--- config.mk ---
export PLATFORM = sky130hd
export DESIGN_NAME = skyline_block_allocator
export DESIGN_NICKNAME = d
export VERILOG_FILES = /design/src/sv/skyb_pkg.sv /design/src/sv/skyb_ctrl.sv /design/src/sv/skyb_datapath.sv /design/src/sv/skyline_block_allocator.sv
export SDC_FILE = /design/constraint.sdc
export NUM_CORES = 1
export LEC_CHECK = 0
export BUFFER_PORTS_ARGS = -buffer_cell sky130_fd_sc_hd__buf_2
export CORE_UTILIZATION = 60
export CTS_CLUSTER_SIZE = 28
export DETAILED_ROUTE_END_ITERATION = 7
export PLACE_DENSITY = 0.76
export SKIP_LAST_GASP = 1
export SYNTH_ARGS = -nofsm -noshare
export SYNTH_HDL_FRONTEND = slang
export SYNTH_SLANG_ARGS = --single-unit
--- constraint.sdc ---
create_clock -name clock -period 8.3 [get_ports clock]
set_input_delay 2.075 -clock clock [delete_from_list [all_inputs] [get_ports clock]]
set_output_delay 2.075 -clock clock [all_outputs]
set_load 0.01 [all_outputs]
--- src/sv/skyb_pkg.sv ---
// ----------------------------------------------------------------------------
// skyb_pkg
// Types and constants shared by the skyline block allocator modules.
// ----------------------------------------------------------------------------
package skyb_pkg;

   // fixed field widths
   localparam int PIX_W      = 13;   // request width / height in pixels
   localparam int POS_W      = 12;   // result position in pixels
   localparam int FILL_W     = 7;    // column fill height in chunks
   localparam int CNT_W      = 7;    // columns_in_use / rows_in_use registers
   localparam int SHIFT_W    = 3;    // chunk_shift register
   localparam int CHUNK_W    = 10;   // size in chunks, and scratch count width
   localparam int CSR_IDX_W  = 2;
   localparam int CSR_DATA_W = 7;

   localparam logic [SHIFT_W-1:0] SHIFT_MIN = 3'd4;
   localparam logic [SHIFT_W-1:0] SHIFT_MAX = 3'd6;

   // request kinds
   localparam logic REQ_ALLOC = 1'b0;
   localparam logic REQ_CLEAR = 1'b1;

   // register indexes
   localparam logic [CSR_IDX_W-1:0] CSR_CHUNK_SHIFT = 2'd0;
   localparam logic [CSR_IDX_W-1:0] CSR_COLUMNS     = 2'd1;
   localparam logic [CSR_IDX_W-1:0] CSR_ROWS        = 2'd2;

   typedef enum logic [2:0] {
      ST_IDLE,
      ST_CHECK,
      ST_FWD,
      ST_BWD,
      ST_DECIDE,
      ST_WRITE,
      ST_RESP
   } ctrl_state_type;

   typedef struct packed {
      logic load;        // latch request and register snapshot
      logic fwd_init;
      logic fwd_run;     // forward pass: block prefix maxima
      logic bwd_init;
      logic bwd_run;     // backward pass: suffix maxima and window pick
      logic decide;
      logic wr_run;      // raise the covered columns
      logic clear_fill;
      logic rsp_load;
   } skyb_cmd_type;

   typedef struct packed {
      logic is_clear;
      logic reject;      // no start column or zero size
      logic pass_done;
      logic success;
      logic wr_last;
      logic rsp_busy;
   } skyb_status_type;

   function automatic logic [FILL_W-1:0] fill_max(input logic [FILL_W-1:0] a,
                                                  input logic [FILL_W-1:0] b);
      fill_max = (a > b) ? a : b;
   endfunction

endpackage

--- src/sv/skyb_ctrl.sv ---
// ----------------------------------------------------------------------------
// skyb_ctrl
// Sequencer for the allocator: check, two scan passes, decision, write-back
// and result hand-off.
// ----------------------------------------------------------------------------
module skyb_ctrl import skyb_pkg::*; (
   input  logic            clock,
   input  logic            reset,
   input  logic            req_valid,
   output logic            req_ready,
   input  skyb_status_type status,
   output skyb_cmd_type    cmd
);

   ctrl_state_type state_ff;
   ctrl_state_type state_in;

   always_ff @(posedge clock) begin
      if (reset) begin
         state_ff <= ST_IDLE;
      end else begin
         state_ff <= state_in;
      end
   end

   always_comb begin
      state_in  = state_ff;
      cmd       = '0;
      req_ready = 1'b0;
      case (state_ff)
         ST_IDLE: begin
            req_ready = 1'b1;
            if (req_valid) begin
               cmd.load = 1'b1;
               state_in = ST_CHECK;
            end
         end
         ST_CHECK: begin
            if (status.is_clear) begin
               cmd.clear_fill = 1'b1;
               state_in       = ST_RESP;
            end else if (status.reject) begin
               state_in = ST_RESP;
            end else begin
               cmd.fwd_init = 1'b1;
               state_in     = ST_FWD;
            end
         end
         ST_FWD: begin
            if (status.pass_done) begin
               cmd.bwd_init = 1'b1;
               state_in     = ST_BWD;
            end else begin
               cmd.fwd_run = 1'b1;
            end
         end
         ST_BWD: begin
            if (status.pass_done) begin
               state_in = ST_DECIDE;
            end else begin
               cmd.bwd_run = 1'b1;
            end
         end
         ST_DECIDE: begin
            cmd.decide = 1'b1;
            state_in   = status.success ? ST_WRITE : ST_RESP;
         end
         ST_WRITE: begin
            cmd.wr_run = 1'b1;
            if (status.wr_last) begin
               state_in = ST_RESP;
            end
         end
         ST_RESP: begin
            if (!status.rsp_busy) begin
               cmd.rsp_load = 1'b1;
               state_in     = ST_IDLE;
            end
         end
         default: begin
            state_in = ST_IDLE;
         end
      endcase
   end

endmodule

--- src/sv/skyb_datapath.sv ---
// ----------------------------------------------------------------------------
// skyb_datapath
// Register file, column height memory with valid bits, block maxima scratch
// memory, scan arithmetic and the result register.
// ----------------------------------------------------------------------------
module skyb_datapath import skyb_pkg::*; #(
   parameter int MAX_COLUMNS = 64
) (
   input  logic                  clock,
   input  logic                  reset,
   input  logic                  req_type,
   input  logic [PIX_W-1:0]      req_rect_width,
   input  logic [PIX_W-1:0]      req_rect_height,
   input  logic                  csr_valid,
   input  logic [CSR_IDX_W-1:0]  csr_index,
   input  logic [CSR_DATA_W-1:0] csr_data,
   input  logic                  rsp_ready,
   input  skyb_cmd_type          cmd,
   output skyb_status_type       status,
   output logic                  rsp_valid,
   output logic                  rsp_ok,
   output logic [POS_W-1:0]      rsp_pos_x,
   output logic [POS_W-1:0]      rsp_pos_y
);

   localparam int IDX_W  = $clog2(MAX_COLUMNS);
   localparam int COLS_W = $clog2(MAX_COLUMNS + 1);
   localparam int CW     = CHUNK_W;
   localparam int SUM_W  = PIX_W + 1;
   localparam int XS_W   = 16;

   // configuration
   logic [SHIFT_W-1:0] csr_shift_ff, csr_shift_in;
   logic [CNT_W-1:0]   csr_cols_ff, csr_cols_in;
   logic [CNT_W-1:0]   csr_rows_ff, csr_rows_in;

   // request snapshot
   logic               clear_ff, clear_in;
   logic [SHIFT_W-1:0] sh_ff, sh_in;
   logic [CW-1:0]      wc_ff, wc_in;
   logic [CW-1:0]      hc_ff, hc_in;
   logic [COLS_W-1:0]  cols_ff, cols_in;
   logic [CNT_W-1:0]   rows_ff, rows_in;

   // scan control
   logic [COLS_W-1:0]  idx_ff, idx_in;
   logic               iss_on_ff, iss_on_in;
   logic               p_valid_ff, p_valid_in;
   logic [COLS_W-1:0]  p_idx_ff, p_idx_in;
   logic [COLS_W-1:0]  c_ff, c_in;
   logic [FILL_W-1:0]  run_max_ff, run_max_in;
   logic [FILL_W-1:0]  min_ff, min_in;
   logic [COLS_W-1:0]  bx_ff, bx_in;
   logic               found_ff, found_in;
   logic               succ_ff, succ_in;
   logic [COLS_W-1:0]  cnt_ff, cnt_in;

   // result register
   logic               rsp_valid_ff, rsp_valid_in;
   logic               rsp_ok_ff, rsp_ok_in;
   logic [POS_W-1:0]   rsp_x_ff, rsp_x_in;
   logic [POS_W-1:0]   rsp_y_ff, rsp_y_in;

   // memories
   logic [FILL_W-1:0]      fill_mem [MAX_COLUMNS];
   logic [FILL_W-1:0]      pm_mem   [MAX_COLUMNS];
   logic [MAX_COLUMNS-1:0] fill_vld_ff, fill_vld_in;
   logic [FILL_W-1:0]      rd_data_ff;
   logic                   rd_vld_ff;
   logic [FILL_W-1:0]      pm_rd_ff;

   logic               fill_we, pm_we;
   logic [IDX_W-1:0]   rd_addr, pm_rd_addr, pm_wr_addr, wr_addr;
   logic [CW-1:0]      pm_sum, wr_sum, wc_m1, h_sum;
   logic [FILL_W-1:0]  f, pref, suf, wmax;
   logic [COLS_W-1:0]  last_idx, c_cur, c_back;
   logic               c_at_end, blk_end, win_ok, success;
   logic [SHIFT_W-1:0] sh_eff;
   logic [SUM_W-1:0]   w_sum, h_pix_sum, round_add;
   logic [CW-1:0]      wc_calc, hc_calc;
   logic [COLS_W-1:0]  cols_eff;
   logic [XS_W-1:0]    x_sh, y_sh;

   // request decode
   always_comb begin
      if (csr_shift_ff < SHIFT_MIN) begin
         sh_eff = SHIFT_MIN;
      end else if (csr_shift_ff > SHIFT_MAX) begin
         sh_eff = SHIFT_MAX;
      end else begin
         sh_eff = csr_shift_ff;
      end
   end

   assign round_add = (SUM_W'(1) << sh_eff) - SUM_W'(1);
   assign w_sum     = SUM_W'(req_rect_width) + round_add;
   assign h_pix_sum = SUM_W'(req_rect_height) + round_add;
   assign wc_calc   = CW'(w_sum >> sh_eff);
   assign hc_calc   = CW'(h_pix_sum >> sh_eff);
   assign cols_eff  = (CW'(csr_cols_ff) > CW'(MAX_COLUMNS)) ? COLS_W'(MAX_COLUMNS)
                                                           : COLS_W'(csr_cols_ff);

   // scan arithmetic
   assign f        = rd_vld_ff ? rd_data_ff : '0;
   assign last_idx = cols_ff - COLS_W'(2);
   assign wc_m1    = wc_ff - CW'(1);
   assign c_at_end = (CW'(c_ff) == wc_m1);
   assign c_cur    = ((p_idx_ff == '0) || c_at_end) ? '0 : c_ff + COLS_W'(1);
   assign pref     = (c_cur == '0) ? f : fill_max(run_max_ff, f);
   assign blk_end  = (p_idx_ff == last_idx) || c_at_end;
   assign suf      = blk_end ? f : fill_max(run_max_ff, f);
   assign c_back   = (c_ff == '0) ? COLS_W'(wc_m1) : c_ff - COLS_W'(1);
   assign win_ok   = (CW'(p_idx_ff) + wc_ff) < CW'(cols_ff);
   assign wmax     = fill_max(suf, pm_rd_ff);

   assign pm_sum     = CW'(idx_ff) + wc_m1;
   assign rd_addr    = idx_ff[IDX_W-1:0];
   assign pm_rd_addr = pm_sum[IDX_W-1:0];
   assign pm_wr_addr = p_idx_ff[IDX_W-1:0];
   assign wr_sum     = CW'(bx_ff) + CW'(cnt_ff);
   assign wr_addr    = wr_sum[IDX_W-1:0];

   assign h_sum   = CW'(min_ff) + hc_ff;
   assign success = found_ff && (h_sum <= CW'(rows_ff));

   assign x_sh = XS_W'(bx_ff) << sh_ff;
   assign y_sh = XS_W'(min_ff) << sh_ff;

   always_comb begin
      csr_shift_in = csr_shift_ff;
      csr_cols_in  = csr_cols_ff;
      csr_rows_in  = csr_rows_ff;
      clear_in     = clear_ff;
      sh_in        = sh_ff;
      wc_in        = wc_ff;
      hc_in        = hc_ff;
      cols_in      = cols_ff;
      rows_in      = rows_ff;
      idx_in       = idx_ff;
      iss_on_in    = iss_on_ff;
      p_valid_in   = p_valid_ff;
      p_idx_in     = p_idx_ff;
      c_in         = c_ff;
      run_max_in   = run_max_ff;
      min_in       = min_ff;
      bx_in        = bx_ff;
      found_in     = found_ff;
      succ_in      = succ_ff;
      cnt_in       = cnt_ff;
      fill_vld_in  = fill_vld_ff;
      rsp_valid_in = rsp_valid_ff;
      rsp_ok_in    = rsp_ok_ff;
      rsp_x_in     = rsp_x_ff;
      rsp_y_in     = rsp_y_ff;
      fill_we      = 1'b0;
      pm_we        = 1'b0;

      if (csr_valid) begin
         case (csr_index)
            CSR_CHUNK_SHIFT: csr_shift_in = csr_data[SHIFT_W-1:0];
            CSR_COLUMNS:     csr_cols_in  = csr_data[CNT_W-1:0];
            CSR_ROWS:        csr_rows_in  = csr_data[CNT_W-1:0];
            default: ;
         endcase
      end

      if (cmd.load) begin
         clear_in = (req_type == REQ_CLEAR);
         sh_in    = sh_eff;
         wc_in    = wc_calc;
         hc_in    = hc_calc;
         cols_in  = cols_eff;
         rows_in  = csr_rows_ff;
         succ_in  = 1'b0;
      end

      if (cmd.fwd_init) begin
         idx_in     = '0;
         iss_on_in  = 1'b1;
         p_valid_in = 1'b0;
      end

      if (cmd.bwd_init) begin
         idx_in     = last_idx;
         iss_on_in  = 1'b1;
         p_valid_in = 1'b0;
         found_in   = 1'b0;
      end

      // issue side: one memory read per cycle, the registered data arrives in the next cycle
      if (cmd.fwd_run || cmd.bwd_run) begin
         p_valid_in = iss_on_ff;
         p_idx_in   = idx_ff;
         if (iss_on_ff) begin
            if (cmd.fwd_run) begin
               if (idx_ff == last_idx) begin
                  iss_on_in = 1'b0;
               end else begin
                  idx_in = idx_ff + COLS_W'(1);
               end
            end else begin
               if (idx_ff == '0) begin
                  iss_on_in = 1'b0;
               end else begin
                  idx_in = idx_ff - COLS_W'(1);
               end
            end
         end
      end

      // forward: running maximum from each block start
      if (cmd.fwd_run && p_valid_ff) begin
         c_in       = c_cur;
         run_max_in = pref;
         pm_we      = 1'b1;
      end

      // backward: running maximum to each block end, joined with the prefix
      // maximum at the window's right edge; ties move left
      if (cmd.bwd_run && p_valid_ff) begin
         c_in       = c_back;
         run_max_in = suf;
         if (win_ok && (!found_ff || (wmax <= min_ff))) begin
            min_in   = wmax;
            bx_in    = p_idx_ff;
            found_in = 1'b1;
         end
      end

      if (cmd.decide) begin
         succ_in = success;
         cnt_in  = '0;
      end

      if (cmd.wr_run) begin
         fill_we              = 1'b1;
         fill_vld_in[wr_addr] = 1'b1;
         cnt_in               = cnt_ff + COLS_W'(1);
      end

      if (cmd.clear_fill) begin
         fill_vld_in = '0;
      end

      if (rsp_valid_ff && rsp_ready) begin
         rsp_valid_in = 1'b0;
      end
      if (cmd.rsp_load) begin
         rsp_valid_in = 1'b1;
         rsp_ok_in    = clear_ff | succ_ff;
         rsp_x_in     = succ_ff ? x_sh[POS_W-1:0] : '0;
         rsp_y_in     = succ_ff ? y_sh[POS_W-1:0] : '0;
      end
   end

   always_ff @(posedge clock) begin
      if (reset) begin
         csr_shift_ff <= SHIFT_MAX;
         csr_cols_ff  <= CNT_W'(64);
         csr_rows_ff  <= CNT_W'(64);
         iss_on_ff    <= 1'b0;
         p_valid_ff   <= 1'b0;
         found_ff     <= 1'b0;
         succ_ff      <= 1'b0;
         clear_ff     <= 1'b0;
         fill_vld_ff  <= '0;
         rsp_valid_ff <= 1'b0;
      end else begin
         csr_shift_ff <= csr_shift_in;
         csr_cols_ff  <= csr_cols_in;
         csr_rows_ff  <= csr_rows_in;
         iss_on_ff    <= iss_on_in;
         p_valid_ff   <= p_valid_in;
         found_ff     <= found_in;
         succ_ff      <= succ_in;
         clear_ff     <= clear_in;
         fill_vld_ff  <= fill_vld_in;
         rsp_valid_ff <= rsp_valid_in;
      end
   end

   always_ff @(posedge clock) begin
      sh_ff      <= sh_in;
      wc_ff      <= wc_in;
      hc_ff      <= hc_in;
      cols_ff    <= cols_in;
      rows_ff    <= rows_in;
      idx_ff     <= idx_in;
      p_idx_ff   <= p_idx_in;
      c_ff       <= c_in;
      run_max_ff <= run_max_in;
      min_ff     <= min_in;
      bx_ff      <= bx_in;
      cnt_ff     <= cnt_in;
      rsp_ok_ff  <= rsp_ok_in;
      rsp_x_ff   <= rsp_x_in;
      rsp_y_ff   <= rsp_y_in;
   end

   always_ff @(posedge clock) begin
      if (fill_we) begin
         fill_mem[wr_addr] <= h_sum[FILL_W-1:0];
      end
      rd_data_ff <= fill_mem[rd_addr];
      rd_vld_ff  <= fill_vld_ff[rd_addr];
      if (pm_we) begin
         pm_mem[pm_wr_addr] <= pref;
      end
      pm_rd_ff <= pm_mem[pm_rd_addr];
   end

   assign status.is_clear  = clear_ff;
   assign status.reject    = (wc_ff == '0) || (hc_ff == '0) || (wc_ff >= CW'(cols_ff));
   assign status.pass_done = !iss_on_ff && !p_valid_ff;
   assign status.success   = success;
   assign status.wr_last   = (CW'(cnt_ff) == wc_m1);
   assign status.rsp_busy  = rsp_valid_ff && !rsp_ready;

   assign rsp_valid = rsp_valid_ff;
   assign rsp_ok    = rsp_ok_ff;
   assign rsp_pos_x = rsp_x_ff;
   assign rsp_pos_y = rsp_y_ff;

endmodule

--- src/sv/skyline_block_allocator.sv ---
// ----------------------------------------------------------------------------
// skyline_block_allocator
// Skyline rectangle allocator for a 2D atlas of square chunks.
// ----------------------------------------------------------------------------
// One request is in work at a time; a finished result sits in an output
// register while the next request is taken. A clear or a request with no
// start column goes from the check straight to the result. An allocation
// sweeps the single read port of the column height memory once forward
// (block prefix maxima) and once backward (suffix maxima and window
// choice), and a placement then writes W columns, W being the width in
// chunks, one a cycle. Column heights are tracked by per-column valid bits,
// so reset and clear need no sweep. Configuration writes are always taken
// and apply to the next request.
// ----------------------------------------------------------------------------
module skyline_block_allocator import skyb_pkg::*; #(
   parameter int MAX_COLUMNS = 64
) (
   input  logic                  clock,
   input  logic                  reset,
   input  logic                  req_valid,
   output logic                  req_ready,
   input  logic                  req_type,
   input  logic [PIX_W-1:0]      req_rect_width,
   input  logic [PIX_W-1:0]      req_rect_height,
   output logic                  rsp_valid,
   input  logic                  rsp_ready,
   output logic                  rsp_ok,
   output logic [POS_W-1:0]      rsp_pos_x,
   output logic [POS_W-1:0]      rsp_pos_y,
   input  logic                  csr_valid,
   output logic                  csr_ready,
   input  logic [CSR_IDX_W-1:0]  csr_index,
   input  logic [CSR_DATA_W-1:0] csr_data
);

   skyb_cmd_type    cmd;
   skyb_status_type status;

   assign csr_ready = 1'b1;

   skyb_ctrl u_ctrl (
      .clock     (clock),
      .reset     (reset),
      .req_valid (req_valid),
      .req_ready (req_ready),
      .status    (status),
      .cmd       (cmd)
   );

   skyb_datapath #(
      .MAX_COLUMNS (MAX_COLUMNS)
   ) u_datapath (
      .clock           (clock),
      .reset           (reset),
      .req_type        (req_type),
      .req_rect_width  (req_rect_width),
      .req_rect_height (req_rect_height),
      .csr_valid       (csr_valid && csr_ready),
      .csr_index       (csr_index),
      .csr_data        (csr_data),
      .rsp_ready       (rsp_ready),
      .cmd             (cmd),
      .status          (status),
      .rsp_valid       (rsp_valid),
      .rsp_ok          (rsp_ok),
      .rsp_pos_x       (rsp_pos_x),
      .rsp_pos_y       (rsp_pos_y)
   );

`ifndef ASSERT_OFF
   // a transfer starts work, so no second request is taken right behind it
   a_one_in_work: assert property (@(posedge clock) disable iff (reset)
      (req_valid && req_ready) |=> !req_ready)
      else $error("request taken while another is in work");

   // a new result appears exactly as the sequencer goes back to idle
   a_result_at_idle: assert property (@(posedge clock) disable iff (reset)
      $rose(rsp_valid) |-> req_ready)
      else $error("result raised while a request is still in work");

   // a refused allocation reports no position
   a_fail_no_pos: assert property (@(posedge clock) disable iff (reset)
      (rsp_valid && !rsp_ok) |-> (rsp_pos_x == '0 && rsp_pos_y == '0))
      else $error("failed allocation carries a position");
`endif

endmodule
==> results_dict.tcl <==
set metrics [dict create \
    status "complete, no violations" \
    drcViolationCount 0 \
    cts.reportedPaths.clkPinSlew_ns 0.06 \
    grt_pass1_wl_um 167000 \
    path_cells "inv_1 > ha_1 > or3b_1 > nor3_2 > xnor3_1 > nand2_1 > o21a_1 > mux2i_1 > ha_1 > nor2b_1 > o21ai_0 > a21oi_1 > a211oi_1 > o21bai_1 > mux2_2 > ha_1 > nor2b_1 > o21ai_0 > nand2b_1 > a21oi_1 > o21a_1 > o221ai_1 > nor2_1 > buf_4" \
    critPathRequiredTime_ns 8.67 \
    slowest_stage "edfxtp_1" \
    layout_commonest_cell "edfxtp_1" \
    synthCells 2847 \
    hold_path_class "reg -> reg" \
    setup_viol 0 \
    use_met3_pct 4.16 \
    finClkSkew_ns 0.0419 \
    die_y_um 285 \
    initial_core_util_pct 60.7 \
    hold_violations 0 \
    die_area_mm2 0.0811 \
    antenna_left 0 \
    cts.sinks 1112 \
    final-max-slew-violation-count 0 \
    hold_buffers 0 \
    num_rows 103 \
    dr.pass1.iters 6 \
    p_leak_nw 17.7 \
    cts_tree "yes" \
    grt_pass1_vias 26500 \
    num-nets-final 3082 \
    num-fill-cells 4993 \
    drtIter0Drc 2951 \
    gp_congestion 0.948 \
    core_mm2 0.0790 \
    cap_violations 0 \
    cp-start-kind "register" \
    final_cell_mix "edfxtp_1 (1000), mux4_2 (308), nor2_1 (225)" \
    cp-end-kind "register" \
    finalSetupTns_ns 0 \
    post_drt_wl_per_cell_um 27.1 \
    synth-seq-cells 1112 \
    die_w_um 285 \
    min_period_over_period_pct 84.6 \
    grt-ovfl-total 0 \
    power_density_mw_per_mm2 320 \
    area_growth_pct 10.8 \
    min_path_cells 0 \
    grt_setup_unrepaired "no" \
    ys.flop_type "edfxtp_1" \
    reg2regPathDepth 24 \
    drive_gt1_share_pct 20.9 \
    synth_edf_count 1000 \
    path_common_cell "ha_1" \
    max_stage_delay_ns 0.55 \
    dp.cells 3872 \
    grt_max_degree 110 \
    vias_per_cell 6.51 \
    worstSkewPairLatency_ns 0.69 \
    synthArstFlopShare_pct 0 \
    worstMarginPinSlew_ns 1.20 \
    port_buffers 67 \
    top_usage_layer "met2" \
    yosys_warnings 0 \
    clock_path_buffers 3 \
    diodes 0 \
    cts_resized 0 \
    cts-root-buf "clkbuf_16" \
    yosysSeqAreaShare_pct 67.3 \
    post-cts-setup-buffers 0 \
    antenna_found_initial 3 \
    max_freq_mhz 142 \
    critPathMaxFanout 8 \
    ys_types 82 \
    h-tree-depth 3 \
    met2_usage_pct 44.8 \
    cp_data_arrival_time_ns 7.39 \
    crit_type "reg -> reg" \
    grtUsageMet1_pct 38.6 \
    final_cells 4075 \
    synth.cell_area_mm2 0.0480 \
    gr-usage-all-layers_pct 27.6 \
    vias 26500 \
    syn_area_per_cell_um2 16.9 \
    hpwl_um 69300 \
    cts_buffers 109 \
    slew_headroom_pct 19.6 \
    fin_crit_ns 7.02 \
    vdd_drop_max_mv 0.319 \
    io_pins 69 \
    wl_um 110000 \
]
==> synthesized netlist by cell type (8+ instances only) <==
cell type	instances	area share (%)
mux4_2	308	14
nor3_1	21	0.22
dfxtp_1	112	4.7
ha_1	102	2.7
nor2b_1	34	0.44
xnor2_1	52	0.95
xor2_1	34	0.62
and2_1	9	0.12
nand4_1	11	0.14
mux2_2	12	0.28
o22ai_1	21	0.27
a211oi_1	17	0.27
o21a_1	11	0.17
nor4_1	8	0.10
nor2_1	225	1.8
nand2_1	171	1.3
mux2i_1	56	1.2
a21o_1	29	0.45
nand3b_1	9	0.14
a31oi_1	11	0.14
clkbuf_1	92	0.72
buf_1	28	0.22
a21oi_1	71	0.74
inv_1	69	0.54
nand2b_1	15	0.20
edfxtp_1	1000	63
and3_1	14	0.18
nand3_1	44	0.46
o21ai_0	117	1.2
buf_2	19	0.20
o31ai_1	9	0.14
==> where the power goes <==
group,internal [W],switching (W),leakage [nW],total (W)
Clock,0.00277,0.00212,1.71,0.00488
Combinational,0.00254,0.00295,6.04,0.00549
Sequential,0.00641,0.000221,9.93,0.00663
Total,0.0117,0.00528,17.7,0.0170
==> layer usage <==
metal  up-vias  part of all wire, %
li1      11400                    -
met2      1266                   49
met4         4                  3.2
met3       220                  7.3
met5         -                0.024
met1     13600                   40
==> flip-flops by register name (all words and copies together), names as in the netlist, 3 cells and up <==
name                     count
u_ctrl.state_ff              3
u_datapath.bx_ff             7
u_datapath.c_ff              7
u_datapath.cnt_ff            7
u_datapath.cols_ff           7
u_datapath.csr_cols_ff       7
u_datapath.csr_rows_ff       7
u_datapath.csr_shift_ff      3
u_datapath.fill_mem        448
u_datapath.fill_vld_ff      64
u_datapath.hc_ff            10
u_datapath.idx_ff            7
u_datapath.min_ff            7
u_datapath.p_idx_ff          7
u_datapath.pm_mem          448
u_datapath.pm_rd_ff          7
u_datapath.rd_data_ff        7
u_datapath.rows_ff           7
u_datapath.rsp_pos_x        12
u_datapath.rsp_pos_y        12
u_datapath.run_max_ff        7
u_datapath.sh_ff             3
u_datapath.wc_ff            10
==> stage by stage <==
step	worst slack [ns]	hold WS, ns	utilization (%)	power, W	instance area, um^2
global placement	1.37	0.419	62.8	0.0121	49600
CTS	1.27	0.433	67.3	0.0171	53200
finish	1.28	0.432	67.3	0.0170	53200
floorplan	2.36	0.406	-	0.0105	48100
global route	0.796	0.438	67.3	0.0176	53200
detailed placement	1.26	0.419	62.8	0.0122	49600
==> logic make-up after synthesis <==
| group | after synthesis | synth area share, % |
|---|---|---|
| buffers and inverters | 217 | 1.82 |
| multiplexers | 379 | 16.0 |
| flip-flops | 1112 | 67.3 |
| XOR/XNOR | 92 | 1.84 |
| AND/OR/NAND/NOR | 590 | 5.59 |
| adder cells (fa/ha/maj) | 109 | 2.93 |
| AO/OA/AOI/OAI | 346 | 4.55 |
| other | 2 | 0.0157 |
==> final cells by class <==
cell class | instances | area, um^2 | share of cell area (%)
clock buffer | 142 | 2940 | 5.54
tap | 1050 | 1310 | 2.47
multi-input combinational | 1536 | 15100 | 28.4
sequential | 1112 | 32300 | 60.7
timing repair buffer | 101 | 603 | 1.13
inverter | 73 | 274 | 0.516
clock inverter | 61 | 616 | 1.16
==> path summary, 6_finish.rpt <==
kind | start | endpoint | slack (ns)
setup reg to reg | u_datapath.wc_ff[0] | u_datapath.bx_ff[4] | 1.28
hold / removal | u_datapath.csr_rows_ff[0] | u_datapath.rows_ff[0] | 0.43
setup / recovery | u_datapath.wc_ff[0] | u_datapath.bx_ff[4] | 1.28
hold reg to reg | u_datapath.csr_rows_ff[0] | u_datapath.rows_ff[0] | 0.43
==> worst max-delay path: cells and delay by family (launching register included) <==
family	cells	cell delay [ns]
AO/OA/AOI/OAI	9	1.88
AND/OR/NAND/NOR	7	1.84
adder cells (fa/ha/maj)	3	0.90
multiplexers	2	0.78
flip-flops	1	0.55
buffers and inverters	2	0.50
XOR/XNOR	1	0.26
Note: power is estimated with default switching activity, not from simulation.
